[src/rtl/emb_pkg.sv]
// ----------------------------------------------------------------------------
// emb_pkg
// Shared codes and item types for the embedding lookup engine.
// ----------------------------------------------------------------------------
`default_nettype none

package emb_pkg;

    // Request codes carried in req_type
    typedef enum logic [1:0] {
        REQ_LOOKUP = 2'd0,
        REQ_ACCUM  = 2'd1,
        REQ_WRITE  = 2'd2,
        REQ_READ   = 2'd3
    } req_t;

    // Result status codes
    typedef enum logic [1:0] {
        ST_OK        = 2'd0,
        ST_ROW_RANGE = 2'd1,
        ST_SKIPPED   = 2'd2,
        ST_COL_RANGE = 2'd3
    } status_t;

    // Register indexes on the APB port (byte address = 4 * index)
    localparam logic REG_ROWS_IN_USE = 1'b0;
    localparam logic REG_ROW_WIDTH   = 1'b1;

    // Classified command passed from the front end to the back end
    typedef struct packed {
        req_t               req;
        status_t            status;
        logic [7:0]         row;
        logic [5:0]         col;
        logic signed [31:0] value;
        logic [6:0]         width;
    } cmd_t;

    // One result item
    typedef struct packed {
        logic [31:0] data;
        logic [5:0]  element;
        logic        last;
        status_t     status;
    } rsp_t;

    localparam int QUEUE_DEPTH = 4;
    localparam int OUT_DEPTH   = 4;

endpackage

`default_nettype wire

[src/rtl/emb_queue.sv]
// ----------------------------------------------------------------------------
// emb_queue
// Short command queue decoupling the front end from the back end.
// ----------------------------------------------------------------------------
`default_nettype none

module emb_queue
    import emb_pkg::*;
(
    input  logic clk,
    input  logic rst_n,
    input  logic push,
    input  cmd_t push_cmd,
    output logic full,
    input  logic pop,
    output logic empty,
    output cmd_t head
);

    localparam int PW = $clog2(QUEUE_DEPTH);
    localparam int CW = $clog2(QUEUE_DEPTH + 1);

    cmd_t          slot_reg [QUEUE_DEPTH];
    logic [PW-1:0] wr_ptr_reg;
    logic [PW-1:0] rd_ptr_reg;
    logic [CW-1:0] count_reg;
    logic [CW-1:0] count_next;

    assign full  = count_reg == CW'(QUEUE_DEPTH);
    assign empty = count_reg == '0;
    assign head  = slot_reg[rd_ptr_reg];

    always_comb
    begin
        count_next = count_reg;
        if (push && !pop)
        begin
            count_next = count_reg + CW'(1);
        end
        else if (pop && !push)
        begin
            count_next = count_reg - CW'(1);
        end
    end

    // Store entries
    always_ff @(posedge clk)
    begin
        if (push)
        begin
            slot_reg[wr_ptr_reg] <= push_cmd;
        end
    end

    // Advance pointers
    always_ff @(posedge clk or negedge rst_n)
    begin
        if (!rst_n)
        begin
            wr_ptr_reg <= '0;
            rd_ptr_reg <= '0;
            count_reg  <= '0;
        end
        else
        begin
            if (push)
            begin
                wr_ptr_reg <= wr_ptr_reg + PW'(1);
            end
            if (pop)
            begin
                rd_ptr_reg <= rd_ptr_reg + PW'(1);
            end
            count_reg <= count_next;
        end
    end

endmodule

`default_nettype wire

[config.mk]
export PLATFORM = sky130hd
export DESIGN_NAME = emb_queue
export DESIGN_NICKNAME = d
export VERILOG_FILES = /design/src/rtl/emb_pkg.sv /design/src/rtl/emb_queue.sv
export SDC_FILE = /design/constraint.sdc
export NUM_CORES = 1
export LEC_CHECK = 0
export ABC_AREA = 0
export BUFFER_PORTS_ARGS = -buffer_cell sky130_fd_sc_hd__buf_4
export CAP_MARGIN = 20
export CORE_MARGIN = 5
export CORE_UTILIZATION = 35
export DETAILED_ROUTE_END_ITERATION = 8
export MAX_ROUTING_LAYER = met4
export SLEW_MARGIN = 20
export SYNTH_ARGS = -nofsm -noshare
export SYNTH_HDL_FRONTEND = slang
export SYNTH_SLANG_ARGS = --single-unit
[constraint.sdc]
create_clock -name clk -period 5.7 [get_ports clk]
set_input_delay 0.57 -clock clk [delete_from_list [all_inputs] [get_ports clk]]
set_output_delay 0.57 -clock clk [all_outputs]
set_load 0.1 [all_outputs]
==> impl_metrics.ini <==
[clocking]
cts_buffers = 25
cts_tree = done
clock_latency_ps = 500
htreeDepth = 1
cts_resized = 0
clock_sinks = 235
clk_path_buf_depth = 3
cts-root-buf = clkbuf_16
cts_setup_buffers = 0
clk_pin_slew_ps = 60

[layout]
drive_gt1_share_pct = 45.5
largest_reg_flops = 228
antenna-diode-count = 0
final_nets = 534
area_growth_pct = 23.6

[timing]
fin_crit_sh_pct = 60.0
tightest_slew_ps = 945
setup_slack_ps = 2280
hold_ws_ps = 263
drv_slew = 0
rsz0062_at_grt = false
setup_viol = 0
fmax_mhz = 292
fin_skew_ps = 5.13
relSlewSlack_pct = 37.0
layout_min_cycle_time_ps = 3420
setup_tns_ps = 0
hold_viol = 0

[grt]
grt.total_usage_pct = 11.6
antenna_found_initial = 0
grt_max_degree = 59
grt_pass1_wl_mm = 24.7
grt_pass1_vias = 4261
gr-total-overflow = 0

[worst_setup_path]
reg2reg_slack_ps = 3770
r2r_start = rd_ptr_reg[0]
critical-path-top-delay-family = flip-flops
worst_setup_path_start_kind = register
crit_slowest_cell = dfrtp_4
cp_num_cells = 3
crit_fanout = 36
worstRegToRegCells = 3
reg2reg_to = rd_ptr_reg[1]
cpMostUsedCell = buf_4
worstSetupEndpointType = output port
path_cells = buf_4 > mux4_2 > buf_4
criticalPathCategory = register to output port
critPathBufInv = 2
crit_required_ps = 5130
cp.arrival_ps = 2850
critPathMaxStageDelay_ps = 930

[placed_design]
port_buffers = 119
gp_congestion = 0.677
dp_hpwl_mm = 8.83
dp_slack_ps = 2690

[synthesis]
postSynthCellCount = 332
ys.warnings.count = 0
synth-seq-area-share_pct = 81.4
synth_cell_types = 20
syn_area_per_cell_um2 = 26.0
syn-num-nets = 399
synth-seq-cells = 235
synth_area_um2 = 8630

[detailed_routing]
routedWlPerCell_um = 19.4
drt_iter0_markers = 236
route.vias.total = 3781
drc = 0
detail-route-antenna-nets = 0
dr.pass1.iters = 4
finalWirelength_mm = 15.6
vias_per_cell = 4.69

[status]
status = finished, final reports clean

[floorplanning]
core_um2 = 24300
die_w_um = 167
dieArea_um2 = 27900
ios = 120
start_util_pct = 35.5
rows = 57
die_height_um = 167

[hold_path]
hold_class = primary input to register
hp-start = push_cmd[53]
hold-path-endpoint = slot_reg[1][53]
whs_path_depth = 1

[run]
cap_violations = 0
stage by stage:
step | cells | instance area, µm² | util [%]
after floorplan | 332 | 8630 | -
after global placement | 763 | 9840 | 40.5
after detailed placement | 763 | 9840 | 40.5
after CTS | 807 | 10700 | 43.9
after global routing | 807 | 10700 | 43.9
final | 807 | 10700 | 43.9
routing by layer:
layer | share of wire (%) | track usage (%) | vias to the layer above | wire length [µm]
met2 | 50 | 18.7 | 111 | 7790
met5 | 0 | - | - | 0
met1 | 42 | 14.8 | 1955 | 6520
li1 | - | - | 1685 | -
met4 | 2.0 | 2.99 | 0 | 310
met3 | 6.6 | 2.82 | 30 | 1030
synthesized netlist by cell type:
| master | number | area [µm²] |
|---|---|---|
| ha_1 | 5 | 62.6 |
| xnor2_1 | 2 | 17.5 |
| buf_1 | 3 | 11.3 |
| nor3b_1 | 1 | 7.51 |
| buf_2 | 3 | 15.0 |
| dfrtp_1 | 7 | 175 |
| mux2_2 | 1 | 11.3 |
| fa_1 | 1 | 20.0 |
| buf_4 | 4 | 30.0 |
| nor2_1 | 1 | 3.75 |
| buf_6 | 1 | 11.3 |
| inv_1 | 4 | 15.0 |
| and2_1 | 4 | 25.0 |
| edfxtp_1 | 228 | 6850 |
| o21ai_0 | 1 | 5.00 |
| nor3_1 | 1 | 5.00 |
| buf_12 | 2 | 40.0 |
| xor2_1 | 4 | 35.0 |
| mux4_2 | 57 | 1280 |
| nand2_1 | 2 | 7.51 |
cell type report:
class | instances | area (µm²)
Fill cell | 2066 | 13700
Sequential cell | 235 | 7030
Multi-Input combinational cell | 80 | 1490
Timing Repair Buffer | 121 | 911
Clock buffer | 28 | 637
Tap cell | 324 | 405
Clock inverter | 15 | 174
Inverter | 4 | 15.0
layout by cell type, fill, tap and decap left out:
cell type      synthesis  routed
inv_1                  4       4
ha_1                   5       5
bufinv_16              0       4
clkbuf_16              0      25
and2_4                 0       4
edfxtp_1             228     228
nor2_1                 1       1
dlygate4sd3_1          0       1
mux2_2                 1       1
dfrtp_4                0       2
nand2_1                2       2
clkinv_2               0       6
dfrtp_1                7       5
xnor2_1                2       2
nor3b_1                1       1
xor2_1                 4       4
mux4_2                57      57
nor3_1                 1       1
clkinv_4               0       1
o21ai_0                1       1
buf_4                  4     120
clkinv_1               0       4
fa_1                   1       1
clkbuf_1               0       3
timing repair:
action / 4_1_cts / 5_1_grt
setup endpoints to repair: 0 / 0
endpoints found under the hold margin: 7 / 0
hold buffers: 1 / 0
logic make-up (layout without fill, tap and decap cells):
group,count (synthesis),in the layout,synth area share [%]
flops,235,235,81.4
mux,58,58,15.0
buf+inv,17,168,1.42
simple gates,9,9,0.565
fa+ha+maj,6,6,0.957
xor+xnor,6,6,0.609
compound gates,1,1,0.0579
how the worst max path moves through the flow:
stage / startpoint / to / slack [ps]
global route: rd_ptr_reg[0] / head[40] / 2040
global placement: rd_ptr_reg[0] / head[2] / 2680
finish: rd_ptr_reg[0] / head[33] / 2280
CTS: rd_ptr_reg[0] / head[2] / 2140
floorplan: count_reg[0] / full / 2480
detailed placement: rd_ptr_reg[0] / head[2] / 2690
Power is left out: the tool's default activity adds up to more than one toggle a clock period on the data nets, which glitch-free logic cannot reach.
