## src/rtl/emb_pkg.sv

```systemverilog
// ----------------------------------------------------------------------------
// emb_pkg
// Shared codes and item types for the embedding lookup engine.
// ----------------------------------------------------------------------------
`default_nettype none

package emb_pkg;

    // Request codes carried in req_type
    typedef enum logic [1:0] {
        REQ_LOOKUP = 2'd0,
        REQ_ACCUM  = 2'd1,
        REQ_WRITE  = 2'd2,
        REQ_READ   = 2'd3
    } req_t;

    // Result status codes
    typedef enum logic [1:0] {
        ST_OK        = 2'd0,
        ST_ROW_RANGE = 2'd1,
        ST_SKIPPED   = 2'd2,
        ST_COL_RANGE = 2'd3
    } status_t;

    // Register indexes on the APB port (byte address = 4 * index)
    localparam logic REG_ROWS_IN_USE = 1'b0;
    localparam logic REG_ROW_WIDTH   = 1'b1;

    // Classified command passed from the front end to the back end
    typedef struct packed {
        req_t               req;
        status_t            status;
        logic [7:0]         row;
        logic [5:0]         col;
        logic signed [31:0] value;
        logic [6:0]         width;
    } cmd_t;

    // One result item
    typedef struct packed {
        logic [31:0] data;
        logic [5:0]  element;
        logic        last;
        status_t     status;
    } rsp_t;

    localparam int QUEUE_DEPTH = 4;
    localparam int OUT_DEPTH   = 4;

endpackage

`default_nettype wire

```

## src/rtl/emb_req_if.sv

```systemverilog
// ----------------------------------------------------------------------------
// emb_req_if
// Request channel: valid/ready handshake carrying one request item.
// ----------------------------------------------------------------------------
`default_nettype none

interface emb_req_if;
    logic               valid;
    logic               ready;
    logic [1:0]         req_type;
    logic [7:0]         row_index;
    logic [5:0]         column;
    logic signed [31:0] value;
    logic               sequence_end;

    modport source (
        output valid, req_type, row_index, column, value, sequence_end,
        input  ready
    );

    modport sink (
        input  valid, req_type, row_index, column, value, sequence_end,
        output ready
    );
endinterface

`default_nettype wire

```

## src/rtl/emb_front.sv

```systemverilog
// ----------------------------------------------------------------------------
// emb_front
// Accepts request items, range-checks them, tracks the abort state and
// pushes classified commands into the command queue.
// ----------------------------------------------------------------------------
`default_nettype none

module emb_front
    import emb_pkg::*;
#(
    parameter int MAX_ROWS  = 256,
    parameter int MAX_WIDTH = 64
)
(
    input  logic       clk,
    input  logic       rst_n,
    emb_req_if.sink    req,
    input  logic [8:0] rows_in_use,
    input  logic [6:0] row_width,
    input  logic       enable,
    input  logic       q_full,
    output logic       push,
    output cmd_t       push_cmd
);

    logic       abort_reg;
    logic       abort_next;
    logic [6:0] w_eff;
    logic       row_ok;
    logic       col_ok;

    // Clip the configured row width to what the table holds; a width of zero counts as one
    function automatic logic [6:0] eff_width(input logic [6:0] rw);
        logic [6:0] w;
        w = rw;
        if (32'(w) > MAX_WIDTH)
        begin
            w = 7'(MAX_WIDTH);
        end
        if (w > 7'd64)
        begin
            w = 7'd64;
        end
        if (w == 7'd0)
        begin
            w = 7'd1;
        end
        return w;
    endfunction

    assign w_eff  = eff_width(row_width);
    assign row_ok = (9'(req.row_index) < rows_in_use) && (32'(req.row_index) < MAX_ROWS);
    assign col_ok = 7'(req.column) < w_eff;

    // Take an item only when the queue has room and the store is cleared
    assign req.ready = enable && !q_full;
    assign push      = req.valid && req.ready;

    // Classify the item
    always_comb
    begin
        abort_next      = abort_reg;
        push_cmd.req    = req_t'(req.req_type);
        push_cmd.row    = req.row_index;
        push_cmd.col    = req.column;
        push_cmd.value  = req.value;
        push_cmd.width  = w_eff;
        push_cmd.status = ST_OK;
        if (abort_reg)
        begin
            push_cmd.status = ST_SKIPPED;
        end
        else if (!row_ok)
        begin
            push_cmd.status = ST_ROW_RANGE;
            abort_next      = 1'b1;
        end
        else if (req_t'(req.req_type) != REQ_LOOKUP && !col_ok)
        begin
            push_cmd.status = ST_COL_RANGE;
        end
        if (req.sequence_end)
        begin
            abort_next = 1'b0;
        end
    end

    // Hold the abort state across items
    always_ff @(posedge clk or negedge rst_n)
    begin
        if (!rst_n)
        begin
            abort_reg <= 1'b0;
        end
        else if (push)
        begin
            abort_reg <= abort_next;
        end
    end

endmodule

`default_nettype wire

```

## src/flat_wrapper.sv

```systemverilog
// flat-port wrapper written by rule: the top's interface ports become plain ports
module emb_front_flat import emb_pkg::*;
#(
    parameter int MAX_ROWS  = 256,
    parameter int MAX_WIDTH = 64
)
  (clk, rst_n, rows_in_use, row_width, enable, q_full, push, push_cmd, req_valid, req_req_type, req_row_index, req_column, req_value, req_sequence_end, req_ready);
  emb_req_if req_i ();
  input  logic clk;
  input  logic rst_n;
  input  logic [8:0] rows_in_use;
  input  logic [6:0] row_width;
  input  logic enable;
  input  logic q_full;
  output logic push;
  output cmd_t push_cmd;
  input wire logic [$bits(req_i.valid)-1:0] req_valid;
  input wire logic [$bits(req_i.req_type)-1:0] req_req_type;
  input wire logic [$bits(req_i.row_index)-1:0] req_row_index;
  input wire logic [$bits(req_i.column)-1:0] req_column;
  input wire logic [$bits(req_i.value)-1:0] req_value;
  input wire logic [$bits(req_i.sequence_end)-1:0] req_sequence_end;
  output wire logic [$bits(req_i.ready)-1:0] req_ready;
  assign req_i.valid = req_valid;
  assign req_i.req_type = req_req_type;
  assign req_i.row_index = req_row_index;
  assign req_i.column = req_column;
  assign req_i.value = req_value;
  assign req_i.sequence_end = req_sequence_end;
  assign req_ready = req_i.ready;
  emb_front #(.MAX_ROWS(MAX_ROWS), .MAX_WIDTH(MAX_WIDTH)) u_core (.clk(clk), .rst_n(rst_n), .req(req_i), .rows_in_use(rows_in_use), .row_width(row_width), .enable(enable), .q_full(q_full), .push(push), .push_cmd(push_cmd));
endmodule
```

## config.mk

```make
export PLATFORM = sky130hd
export DESIGN_NAME = emb_front_flat
export DESIGN_NICKNAME = d
export VERILOG_FILES = /design/src/rtl/emb_pkg.sv /design/src/rtl/emb_req_if.sv /design/src/rtl/emb_front.sv /design/src/flat_wrapper.sv
export SDC_FILE = /design/constraint.sdc
export NUM_CORES = 1
export LEC_CHECK = 0
export BUFFER_PORTS_ARGS = -buffer_cell sky130_fd_sc_hd__buf_2
export CAP_MARGIN = 20
export CORE_ASPECT_RATIO = 1.4
export CORE_MARGIN = 1.5
export CORE_UTILIZATION = 30
export CTS_BUF_LIST = sky130_fd_sc_hd__clkbuf_4
export CTS_CLUSTER_SIZE = 14
export DETAILED_ROUTE_END_ITERATION = 12
export GPL_ROUTABILITY_DRIVEN = 0
export HOLD_SLACK_MARGIN = 0.03
export PLACE_DENSITY_LB_ADDON = 0.08
export SYNTH_ARGS = -nofsm -noshare
export SYNTH_HDL_FRONTEND = slang
export SYNTH_SLANG_ARGS = --single-unit
```

## constraint.sdc

```tcl
create_clock -name clk -period 1.86 [get_ports clk]
set_clock_uncertainty 0.1 [all_clocks]
set_input_delay 0 -clock clk [delete_from_list [all_inputs] [get_ports clk]]
set_output_delay 0 -clock clk [all_outputs]
set_load 0.005 [all_outputs]
```

==> results of run 1 <==
-- power by group --
| part | leakage, nW | total, mW | switching [mW] | internal, mW |
|---|---|---|---|---|
| Combinational | 0.643 | 0.235 | 0.0958 | 0.139 |
| Clock | 0 | 0 | 0 | 0 |
| Sequential | 0.0139 | 0.0231 | 0.000383 | 0.0227 |
| Total | 0.657 | 0.258 | 0.0962 | 0.162 |
-- placed cells by master, fill, tap and decap left out, drive strengths merged --
cell type and count:
nor2 5, inv 13, dlygate4sd3 33, nand4b 1, o21a 1, nand2 2
nor3 1, nand4 1, a211oi 1, o21ai 4, dfrtp 1, o31a 1
a21oi 5, o221ai 1, a211o 1, nand2b 5, nor2b 2, o22ai 1
a2111oi 1, and2 1, buf 64, a21o 2, ha 12
-- synthesized netlist by cell type, types with 2 or more instances --
| library cell | n |
|---|---|
| a21o_1 | 2 |
| a21oi_1 | 5 |
| buf_4 | 48 |
| ha_1 | 12 |
| inv_1 | 13 |
| nand2_1 | 2 |
| nand2b_1 | 5 |
| nor2_1 | 5 |
| nor2b_1 | 2 |
| o21ai_0 | 2 |
| o21ai_1 | 2 |
-- path summary, 6_finish.rpt --
| check | end | slack [ps] | cells past startpoint |
|---|---|---|---|
| max | push_cmd[53] | 280 | 9 |
| min | push_cmd[45] | 80 | 2 |
| max reg2reg | u_core.abort_reg | 1040 | 2 |
| min reg2reg | u_core.abort_reg | 460 | 2 |
| max in group asynchronous | u_core.abort_reg | 1340 | 2 |
| min in group asynchronous | u_core.abort_reg | 230 | 2 |
-- stage by stage --
stage,std cells,hold slack [ps],area [um2]
CTS,195,82.02,1157
finish,195,80.07,1157
global route,195,90.49,1157
detailed placement,162,-323.5,827.0
floorplan,112,-395.6,830.8
global placement,162,-324.5,827.0
-- critical path, stage by stage --
cell and delay [ps]:
buf_2 150, nand2b_1 170, ha_1 300, a21o_1 160, a21oi_1 180, o21ai_0 120, o221ai_2 180, a21oi_1 90
buf_2 120
-- final cells by class --
class,count,share of cell area (%)
timing repair buffer,97,56.22
multi-input combinational,48,33.51
inverter,13,4.216
tap,36,3.892
sequential,1,2.162
-- metal layers --
metal	wire length [um]	share of wire, %	GRT usage [%]	vias to the layer above
met3	175	8.8	0.8242	0
met2	1158	58	21.79	59
li1	-	-	-	412
met1	661	33	10.26	342
met4	0	0	1.389	0
met5	0	0	0	-
-- logic make-up (layout without fill, tap and decap cells) --
logic type	count (synthesis)	count (layout)	share of synthesized area (%)
buffers and inverters	63	110	50.30
and+or+nand+nor	18	18	11.60
DFF	1	1	3.012
adders and majority gates	12	12	18.07
AOI/OAI and AO/OA	18	18	17.02
-- timing repair --
item,CTS,global route
endpoints found under the hold margin,33,0
resized for setup,0,0
hold buffers,33,0
==> impl_metrics.json, run 1 <==
{
  "async_flop_share_pct": 100.0,
  "timing.final.ws_setup_ps": 284.2,
  "fill_cells": 273,
  "synth_top_area_share_pct": 43.37,
  "drt_iter0_drc": 6,
  "slew_headroom_pct": 81.58,
  "drive_above_1_share_pct": 41.51,
  "tightest_slew_ps": 276.3,
  "worstPathArrival_ps": 1480,
  "cp_max_fo": 11,
  "seqCellArea_um2": 25.02,
  "finalCriticalPeriod_ps": 1576,
  "wl_per_cell_um": 10.23,
  "synth_warnings": 0,
  "hold_path.class": "input pin to primary output",
  "synth_area_um2": 830.8,
  "post-place-ws_ps": 280.0,
  "via_per_inst": 4.169,
  "syn_inst": 112,
  "post-route-period-util_pct": 84.72,
  "synth_ff_type": "dfrtp_1",
  "synth_top_cell_by_area": "buf_4",
  "drv_slew": 0,
  "netlist-cell-type-count": 25,
  "setup_viol": 0,
  "grt_pass1_wl_um": 2553,
  "multiInputGateArea_um2": 387.9,
  "power.total_uw": 257.8,
  "grt_pass1_vias": 673,
  "die_h_um": 65.27,
  "drtAntennaViolNets": 0,
  "ir_drop_mv": 0.1676,
  "outcome": "complete, no violations",
  "required_ps": 1760,
  "hold_viol": 0,
  "final.setup.tns_ps": 0,
  "reg2reg_from": "u_core.abort_reg",
  "largest_reg_flops": 1,
  "crit_type": "input pin to primary output",
  "grt_max_degree": 12,
  "ys_ff_latch": 1,
  "worstSetupStartpointType": "input pin",
  "maxCapViolCount": 0,
  "synth_fp_nets": 194,
  "gr-usage-all-layers_pct": 10.46,
  "fin_util_pct": 44.26,
  "crit_start": "row_width[6]",
  "core-area_um2": 2615,
  "n_antenna_cell": 0,
  "first_pass_iters": 2,
  "antenna_found_initial": 0,
  "overflow": 0,
  "postCtsSetupRepairBufs": 0,
  "synth-seq-area-share_pct": 3.012,
  "clk_latency_ps": 0,
  "power_density_nw_per_um2": 222.8,
  "port-buffer-count": 64,
  "core.rowCount": 22,
  "post-route-drc-count": 0,
  "avgSynthCellArea_um2": 7.418,
  "dp_hpwl_um": 1569,
  "synth.area.top_cells": "buf_4 43%, ha_1 18%, inv_1 5.9%",
  "synth_edf_count": 0,
  "worstHoldStart": "req_row_index[0]",
  "clock.fmax_mhz": 634.6,
  "pin_count": 129,
  "p_leak_nw": 0.6566,
  "nets": 243,
  "vias": 813,
  "dieArea_um2": 3098,
  "die_x_um": 47.48,
  "syn2layout_area_growth_pct": 39.31,
  "end_kind": "primary output",
  "rsz0062_at_grt": "no",
  "initial_utilization_pct": 31.77,
  "routed_wl_um": 1995
}
No activity file was read; power rests on OpenSTA's default activity.
==> inputs of run 2 (changes only) <==
--- a/config.mk
+++ b/config.mk
@@ -5,6 +5,7 @@
 export SDC_FILE = /design/constraint.sdc
 export NUM_CORES = 1
 export LEC_CHECK = 0
+export ABC_AREA = 1
 export BUFFER_PORTS_ARGS = -buffer_cell sky130_fd_sc_hd__buf_2
 export CAP_MARGIN = 20
 export CORE_ASPECT_RATIO = 1.4
==> constraint.sdc (replaced) <==
create_clock -name clk -period 1.55 [get_ports clk]
set_clock_uncertainty 0.1 [all_clocks]
set_input_delay 0 -clock clk [delete_from_list [all_inputs] [get_ports clk]]
set_output_delay 0 -clock clk [all_outputs]
set_load 0.005 [all_outputs]
==> impl_metrics.json, run 2 <==
{
  "synthAdderAreaFrac_pct": 18.05,
  "reg2reg_setup_slack_ps": 780,
  "yosysMostFrequentCell": "buf_4",
  "clock.fmax_mhz": 756.6,
  "synth_common_cells": "48 x buf_4, 21 x inv_1, 19 x nand2_1",
  "ys_ff_latch": 1,
  "end_kind": "primary output",
  "gr-usage-all-layers_pct": 10.74,
  "worst-path-buf-inv": 4,
  "drv_slew": 0,
  "final_cell_mix": "64 x buf_2, 33 x dlygate4sd3_1, 20 x inv_1",
  "netlist-cell-type-count": 16,
  "crit_path_cell_trace": "buf_2 > inv_2 > nand2_1 > ha_1 > nand2_1 > inv_1 > nand2_1 > nand2_1 > nand2_1 > nand2_1 > nand2_1 > o21bai_1 > buf_2",
  "largest_reg_flops": 1,
  "power_density_nw_per_um2": 275.7,
  "synth_top_family_by_area": "buffers and inverters",
  "grt_max_degree": 8,
  "maxCapViolCount": 0,
  "p_int_uw": 196.3,
  "synth_top_cell_by_area": "buf_4",
  "syn_inst": 131,
  "timing.final.ws_setup_ps": 228.3,
  "rr_worst_depth": 2,
  "cp_max_fo": 7,
  "synth_ff_type": "dfrtp_1",
  "post-route-period-util_pct": 85.27,
  "initial_utilization_pct": 31.49,
  "p_sw_uw": 124.6,
  "crit_type": "input pin to primary output",
  "fin_util_pct": 44.03,
  "n_antenna_cell": 0,
  "grt_pass1_wl_um": 2677,
  "swShare_pct": 38.83,
  "die_x_um": 47.51,
  "regToRegEndpoint": "u_core.abort_reg",
  "hold_viol": 0,
  "cp.depth": 13,
  "clk_pin_slew_worst_paths_ps": 0,
  "post-place-ws_ps": 138.7,
  "drive_above_1_share_pct": 38.55,
  "required_ps": 1450,
  "wl_per_cell_um": 9.195,
  "port-buffer-count": 64,
  "synth_fp_nets": 213,
  "final_common_cell": "buf_2",
  "finalCriticalPeriod_ps": 1322,
  "crit_path_end": "push_cmd[54]",
  "via_per_inst": 4.042,
  "async_flop_share_pct": 100.0,
  "synth_edf_count": 0,
  "cp_slowest_cell": "ha_1",
  "final.setup.tns_ps": 0,
  "grt_pass1_vias": 730,
  "synth.area.top_cells": "buf_4 43%, ha_1 18%, inv_1 9.5%",
  "postCtsSetupRepairBufs": 0,
  "vias": 869,
  "setup_viol": 0,
  "die_h_um": 65.32,
  "crit_top_cell": "nand2_1",
  "comb_power_share_pct": 88.7,
  "synth_mux_area_share_pct": 0,
  "synth_top_area_share_pct": 43.31,
  "pin_count": 129,
  "seqPwrFrac_pct": 11.3,
  "synth_area_um2": 832.0,
  "avgSynthCellArea_um2": 6.352,
  "drtAntennaViolNets": 0,
  "rsz0062_at_grt": "no",
  "dp_hpwl_um": 1461,
  "first_pass_iters": 2,
  "synth_warnings": 0,
  "syn2layout_area_growth_pct": 39.85,
  "dieArea_um2": 3103,
  "antenna_found_initial": 0,
  "ir_drop_mv": 0.2172,
  "post-route-drc-count": 0,
  "clk_latency_ps": 0,
  "slowest_delay_ps": 300,
  "whs_ps": 71.60,
  "reg2reg_from": "u_core.abort_reg",
  "crit_start": "row_width[6]",
  "nets": 263,
  "tightest_slew_ps": 157.0,
  "outcome": "complete, no violations",
  "synth-simple-area-share_pct": 16.54,
  "slew_headroom_pct": 89.50,
  "power_frac_clock_pct": 0,
  "core.rowCount": 22,
  "routed_wl_um": 1977,
  "hold_path.class": "input pin to flip-flop",
  "synth_compound_area_share_pct": 8.722,
  "p_leak_nw": 0.7150,
  "crit_family": "buffers and inverters",
  "synth-seq-area-share_pct": 3.008,
  "drt_iter0_drc": 1,
  "worstPathArrival_ps": 1220,
  "overflow": 0,
  "worstSetupStartpointType": "input pin",
  "synth_xor_area_share_pct": 0,
  "core-area_um2": 2643
}
==> run 2: changes by cell type in the layout (fill, tap and decap cells not counted), sizes merged, moves of 3 or more <==
cell | before | now
nand2b | 5 | 0
nand2 | 2 | 20
o21ai | 4 | 1
a21oi | 5 | 12
inv | 13 | 22
nor2 | 5 | 9
==> run 2: worst min-delay path by stage <==
| stage | from | to | slack [ps] | cells after the start |
|---|---|---|---|---|
| after CTS | req_sequence_end | u_core.abort_reg | 80 | 2 |
| after global placement | rst_n | u_core.abort_reg | -320 | 1 |
| final | req_sequence_end | u_core.abort_reg | 70 | 2 |
| after global routing | req_sequence_end | u_core.abort_reg | 70 | 2 |
| after floorplan | rst_n | u_core.abort_reg | -400 | 0 |
| after detailed placement | rst_n | u_core.abort_reg | -320 | 1 |
==> run 2: power by group through the flow <==
stage | combinational (mW) | clock, mW | sequential [mW]
floorplan | 0.196 | 0 | 0.0354
global placement | 0.211 | 0 | 0.0364
detailed placement | 0.212 | 0 | 0.0367
CTS | 0.289 | 0 | 0.0367
global route | 0.327 | 0 | 0.0374
finish | 0.285 | 0 | 0.0363
==> run 2: cell type report <==
type	count	area [um2]
inverter	22	82.58
tap	36	45.04
sequential	1	25.02
timing repair buffer	97	650.6
fill	304	1479
multi-input combinational	59	360.3
==> run 2: repair_timing <==
item	in CTS	in global routing
hold buffers	33	0
resized for setup	0	1
endpoints found under the hold margin	33	0
endpoints found under the setup margin	0	2
==> run 2: worst reg2reg max path: stages (launching register included) <==
cell and delay [ps]:
dfrtp_1 370, a21oi_1 130, a21oi_1 50
==> run 2: stage by stage <==
stage          area, um2  total power [mW]  instances
2_1_floorplan      832.0            0.2316        131
3_3_place_gp       833.3            0.2471        182
3_5_place_dp       833.3            0.2483        182
4_1_cts             1164            0.3260        215
5_1_grt             1164            0.3644        215
6_report            1164            0.3209        215
==> run 2: cell families after synthesis <==
kind of cell               after synthesis
buffers and inverters                   71
and+or+nand+nor                         33
AOI/OAI and AO/OA                       14
adders and majority gates               12
DFF                                      1
==> run 2: metal layers <==
layer	vias up	share of wire, %	wire length, um	GRT usage (%)
met1	364	33	649	10.47
met5	-	0	0	0
met2	53	59	1164	23.48
li1	452	-	-	-
met3	0	8.2	163	0
met4	0	0	0	0.3472
